File: src/sv/strmi_pkg.sv
// Shared types, widths and a helper function for the range-minimum position block.
package strmi_pkg;

    localparam int PosW   = 10;
    localparam int ValW   = 32;
    localparam int LevelW = 5;
    localparam int DefMaxElements = 1024;
    localparam int DefTableLevels = 11;

    typedef enum logic {
        CMD_LOAD  = 1'b0,
        CMD_QUERY = 1'b1
    } t_cmd;

    // One classified item as it travels from the front end to the execution unit.
    typedef struct packed {
        t_cmd                    cmd;
        logic signed [ValW-1:0]  value;
        logic                    last;
        logic [PosW-1:0]         lo;
        logic [PosW-1:0]         hi;
        logic [PosW-1:0]         b_start;
        logic [LevelW-1:0]       level;
    } t_item;

    function automatic logic [LevelW-1:0] floor_log2(input logic [PosW:0] x);
        logic [LevelW-1:0] r;
        r = '0;
        for (int i = 0; i <= PosW; i++) begin
            if (x[i]) begin
                r = LevelW'(i);
            end
        end
        return r;
    endfunction

endpackage

File: src/sv/strmi_front.sv
// Front end: accepts stream items, orders query ends, picks the level and queues the item.
module strmi_front
    import strmi_pkg::*;
#(
    parameter int TABLE_LEVELS = DefTableLevels
) (
    input  logic          i_clk,
    input  logic          i_rst_n,
    input  logic          i_s_tvalid,
    output logic          o_s_tready,
    input  logic [55:0]   i_s_tdata,
    input  logic          i_s_tuser,
    input  logic          i_s_tlast,
    input  logic          i_pop,
    output logic          o_item_valid,
    output t_item         o_item
);
    t_item            r_q [2];
    logic             r_wr_ptr;
    logic             r_rd_ptr;
    logic [1:0]       r_fill;
    logic [1:0]       n_fill;
    t_item            w_item;
    logic [PosW-1:0]  w_a;
    logic [PosW-1:0]  w_b;
    logic [PosW-1:0]  w_lo;
    logic [PosW-1:0]  w_hi;
    logic [PosW:0]    w_len;
    logic [LevelW-1:0] w_lvl;
    logic             w_push;
    logic             w_pop;

    assign w_a   = i_s_tdata[41:32];
    assign w_b   = i_s_tdata[51:42];
    assign w_lo  = (w_a > w_b) ? w_b : w_a;
    assign w_hi  = (w_a > w_b) ? w_a : w_b;
    assign w_len = {1'b0, w_hi} - {1'b0, w_lo} + (PosW+1)'(1);

    always_comb begin
        w_lvl = floor_log2(w_len);
        if (int'(w_lvl) > TABLE_LEVELS - 1) begin
            w_lvl = LevelW'(TABLE_LEVELS - 1);
        end
        w_item.cmd     = t_cmd'(i_s_tuser);
        w_item.value   = i_s_tdata[31:0];
        w_item.last    = i_s_tlast;
        w_item.lo      = w_lo;
        w_item.hi      = w_hi;
        w_item.level   = w_lvl;
        w_item.b_start = PosW'({1'b0, w_hi} + (PosW+1)'(1) - ((PosW+1)'(1) << w_lvl));
    end

    assign o_s_tready   = (r_fill != 2'd2);
    assign w_push       = i_s_tvalid && o_s_tready;
    assign o_item_valid = (r_fill != 2'd0);
    assign o_item       = r_q[r_rd_ptr];
    assign w_pop        = i_pop && o_item_valid;

    always_comb begin
        n_fill = r_fill;
        if (w_push && !w_pop) begin
            n_fill = r_fill + 2'd1;
        end else if (w_pop && !w_push) begin
            n_fill = r_fill - 2'd1;
        end
    end

    always_ff @(posedge i_clk) begin
        if (!i_rst_n) begin
            r_wr_ptr <= 1'b0;
            r_rd_ptr <= 1'b0;
            r_fill   <= 2'd0;
        end else begin
            r_fill <= n_fill;
            if (w_push) begin
                r_wr_ptr <= ~r_wr_ptr;
            end
            if (w_pop) begin
                r_rd_ptr <= ~r_rd_ptr;
            end
        end
        if (w_push) begin
            r_q[r_wr_ptr] <= w_item;
        end
    end
endmodule

File: config.mk
export PLATFORM = sky130hd
export DESIGN_NAME = strmi_front
export DESIGN_NICKNAME = d
export VERILOG_FILES = /design/src/sv/strmi_pkg.sv /design/src/sv/strmi_front.sv
export SDC_FILE = /design/constraint.sdc
export NUM_CORES = 1
export LEC_CHECK = 0
export BUFFER_PORTS_ARGS = -buffer_cell sky130_fd_sc_hd__buf_4
export CAP_MARGIN = 20
export CELL_PAD_IN_SITES_DETAIL_PLACEMENT = 1
export CELL_PAD_IN_SITES_GLOBAL_PLACEMENT = 1
export CORE_MARGIN = 2
export CORE_UTILIZATION = 35
export DETAILED_ROUTE_END_ITERATION = 10
export PLACE_DENSITY_LB_ADDON = 0.12
export REMOVE_ABC_BUFFERS = 1
export SYNTH_ARGS = -nofsm -noshare
export SYNTH_HDL_FRONTEND = slang
export SYNTH_SLANG_ARGS = --single-unit
File: constraint.sdc
create_clock -name i_clk -period 8.5 [get_ports i_clk]
set_input_delay 0.425 -clock i_clk [delete_from_list [all_inputs] [get_ports i_clk]]
set_output_delay 0.425 -clock i_clk [all_outputs]
set_load 0.05 [all_outputs]
==> flow_metrics.env <==
export IMPL_status="finished clean"
export IMPL_cts_hold_buf=0
export IMPL_area_growth_pct=28.2
export IMPL_synth_seq_cells=141
export IMPL_fin_tns_setup_ns=0
export IMPL_dieArea_um2=20500
export IMPL_busiest_layer="met2"
export IMPL_grt_pass1_vias=4512
export IMPL_ir_worst_vdd_v=0.000194
export IMPL_cts_resized_gates=0
export IMPL_synthFlopType="edfxtp_1"
export IMPL_max_clock_path_buffers=2
export IMPL_grt_util_met2_pct=25.9
export IMPL_antenna_left=0
export IMPL_hold_violations=0
export IMPL_drc=0
export IMPL_overflow=0
export IMPL_clock_skew_ns=0.00978
export IMPL_via_per_inst=4.82
export IMPL_ys_types=56
export IMPL_synth_common_cells="edfxtp_1, mux2_2, ha_1, nand2_1, o21ai_0"
export IMPL_ys_warn_count=0
export IMPL_fmax_ghz=0.150
export IMPL_finalSetupViolCount=0
export IMPL_numPortBuffers=127
export IMPL_post_cts_buffers=0
export IMPL_hp_class="primary input to flip-flop"
export IMPL_path_clk_slew_ns=0.06
export IMPL_power_density_nw_per_um2=341
export IMPL_switchingPower_w=0.00113
export IMPL_avgSynthCellArea_um2=14.2
export IMPL_final_area_um2=8670
export IMPL_hold_end="r_q[0][46]"
export IMPL_io_pins=133
export IMPL_slew_limit_headroom_pct=32.6
export IMPL_drv_slew=0
export IMPL_cts_max_level=4
export IMPL_routedWlPerCell_um=16.7
export IMPL_fin_util_pct=46.1
export IMPL_async_flop_share_pct=0
export IMPL_nFillCells=1944
export IMPL_crit_type="primary input to flip-flop"
export IMPL_crit_fanout=16
export IMPL_intPower_w=0.00183
export IMPL_rsz0062_at_grt="no"
export IMPL_synth_area_um2=6760
export IMPL_placed_cell_area_um2=8040
export IMPL_cp_required_ns=8.65
export IMPL_hp_start="i_s_tdata[10]"
export IMPL_worstSetupStartpointType="primary input"
export IMPL_comb_power_share_pct=40.5
export IMPL_use_met3_pct=3.09
export IMPL_place_hpwl_um=10300
export IMPL_regArea_um2=4190
export IMPL_num_vias=4269
export IMPL_place_congestion=0.746
export IMPL_fin_crit_ns=6.65
export IMPL_clk_latency_ns=0.42
export IMPL_seqPwrFrac_pct=32.5
export IMPL_synth_most_common_cell="edfxtp_1"
export IMPL_drv_cap=0
export IMPL_synth_top_area_share_pct=60.4
export IMPL_core_rowCount=50
export IMPL_critPathMaxStageDelay_ns=0.53
export IMPL_finalNetCount=714
export IMPL_worstMarginPinSlew_ns=1.01
export IMPL_finalWirelength_um=14800
export IMPL_leakage_nw=3.34
export IMPL_timing_rr_end="r_q[0][11]"
export IMPL_critPathSlowestCell="nor4_2"
export IMPL_hold_path_depth=1
export IMPL_fp_dieH_um=143
export IMPL_use_met1_pct=17.8
export IMPL_first_iter_violations=113
export IMPL_r2r_cells=4
export IMPL_p_clk_share_pct=27.0
export IMPL_cts_tree="done"
export IMPL_reg2reg_from="r_fill[0]"
export IMPL_drive_gt1_share_pct=39.3
export IMPL_synth_area_leaders="edfxtp_1, mux2_2, ha_1"
export IMPL_synth_cells=475
export IMPL_clock_sinks=141
export IMPL_cp_arrival_ns=6.80
export IMPL_diodes=0
export IMPL_synth_edf_count=136
export IMPL_fin_crit_sh_pct=78.2
export IMPL_cts_root_buf="clkbuf_16"
export IMPL_grt_first_pass_wirelength_um=22900
export IMPL_grt_util_all_layers_pct=14.8
export IMPL_multiInputGateArea_um2=2450
export IMPL_cp_end_kind="flip-flop"
export IMPL_first_pass_iters=4
export IMPL_start_util_pct=35.9
export IMPL_synth_area_leader_cell="edfxtp_1"
export IMPL_reg2reg_slack_ns=6.50
export IMPL_p_sw_share_pct=38.1
export IMPL_grt_antenna_before_repair=0
export IMPL_die_w_um=143
export IMPL_grt_start_max_net_pins=70
export IMPL_core_um2=18800
export IMPL_cts_made_buffers=17
export IMPL_ys_seq_area_share_pct=61.9
[placed cells by master (no fill, tap or decap), types with 5 or more instances in the layout]
master,Yosys,routed
edfxtp_1,136,136
buf_4,1,132
mux2_2,69,69
nand2_1,37,37
ha_1,37,37
o21ai_0,31,31
inv_1,23,23
clkbuf_16,0,17
a21oi_1,15,15
nor2_1,13,12
xnor2_1,9,9
or3_1,7,7
nand3_1,6,6
xor2_1,5,5
o21a_1,5,5
and2_1,5,5
[area by class of cell]
type | instances | share of cell area (%)
inverters | 23 | 0.996
well taps | 260 | 3.75
multi-input cells | 298 | 28.2
repair buffers | 132 | 11.4
clock buffers | 17 | 4.91
clock inverters | 15 | 2.44
flip-flops and latches | 141 | 48.3
[cells by family (layout without fill, tap and decap cells)]
kind of cell / Yosys count / after routing / share of synthesized area [%]
other cells: 1 / 1 / 0.0554
flops: 141 / 141 / 61.9
compound gates: 78 / 78 / 7.57
fa+ha+maj: 39 / 39 / 7.44
buf+inv: 36 / 187 / 2.09
simple gates: 94 / 94 / 6.99
mux: 71 / 71 / 11.8
xor+xnor: 15 / 15 / 2.16
[worst max-delay path by stage]
stage                  start  slack (ns)  cells after the start          to
2_1_floorplan  i_s_tdata[45]        2.28                     25  r_q[0][14]
3_3_place_gp   i_s_tdata[51]        1.48                     27  r_q[0][14]
3_5_place_dp   i_s_tdata[51]        1.34                     28  r_q[0][14]
4_1_cts        i_s_tdata[51]        1.73                     28  r_q[0][14]
5_1_grt        i_s_tdata[51]        1.30                     30  r_q[0][14]
6_report       i_s_tdata[51]        1.85                     28  r_q[0][14]
[state kept, by name, summed over array words and instances, names as in the netlist, named ones only]
register and flops:
r_fill 2, r_q 136, r_rd_ptr 1, r_wr_ptr 1
[per-layer routing]
layer / wire, um / share of wire [%]
met1: 6390 / 43
met2: 7470 / 50
met3: 752 / 5.1
met4: 183 / 1.2
met5: 0 / 0
[critical path, delay by kind of cell]
| kind | cells | cell delay, ns |
|---|---|---|
| adders and majority gates | 5 | 1.26 |
| muxes | 1 | 0.37 |
| buffers and inverters | 4 | 0.54 |
| and+or+nand+nor | 5 | 1.25 |
| AOI/OAI and AO/OA | 11 | 2.48 |
| xor gates and xnor gates | 2 | 0.47 |
[through the flow]
step	power, W	hold slack [ns]	cells	worst slack (ns)
2_1_floorplan	0.00184	0.473	462	2.28
3_3_place_gp	0.00216	0.491	854	1.48
3_5_place_dp	0.00219	0.518	854	1.34
4_1_cts	0.00300	0.158	886	1.73
5_1_grt	0.00310	0.158	886	1.30
6_report	0.00296	0.182	886	1.85
[power by group through the flow]
stage / logic, W / registers [W] / clock network, W
finish: 0.00120 / 0.000961 / 0.000798
global route: 0.00128 / 0.000974 / 0.000848
CTS: 0.00122 / 0.000964 / 0.000823
detailed placement: 0.00121 / 0.000979 / 0
global placement: 0.00119 / 0.000970 / 0
floorplan: 0.000859 / 0.000985 / 0
Power figures use the tool's default switching activity.
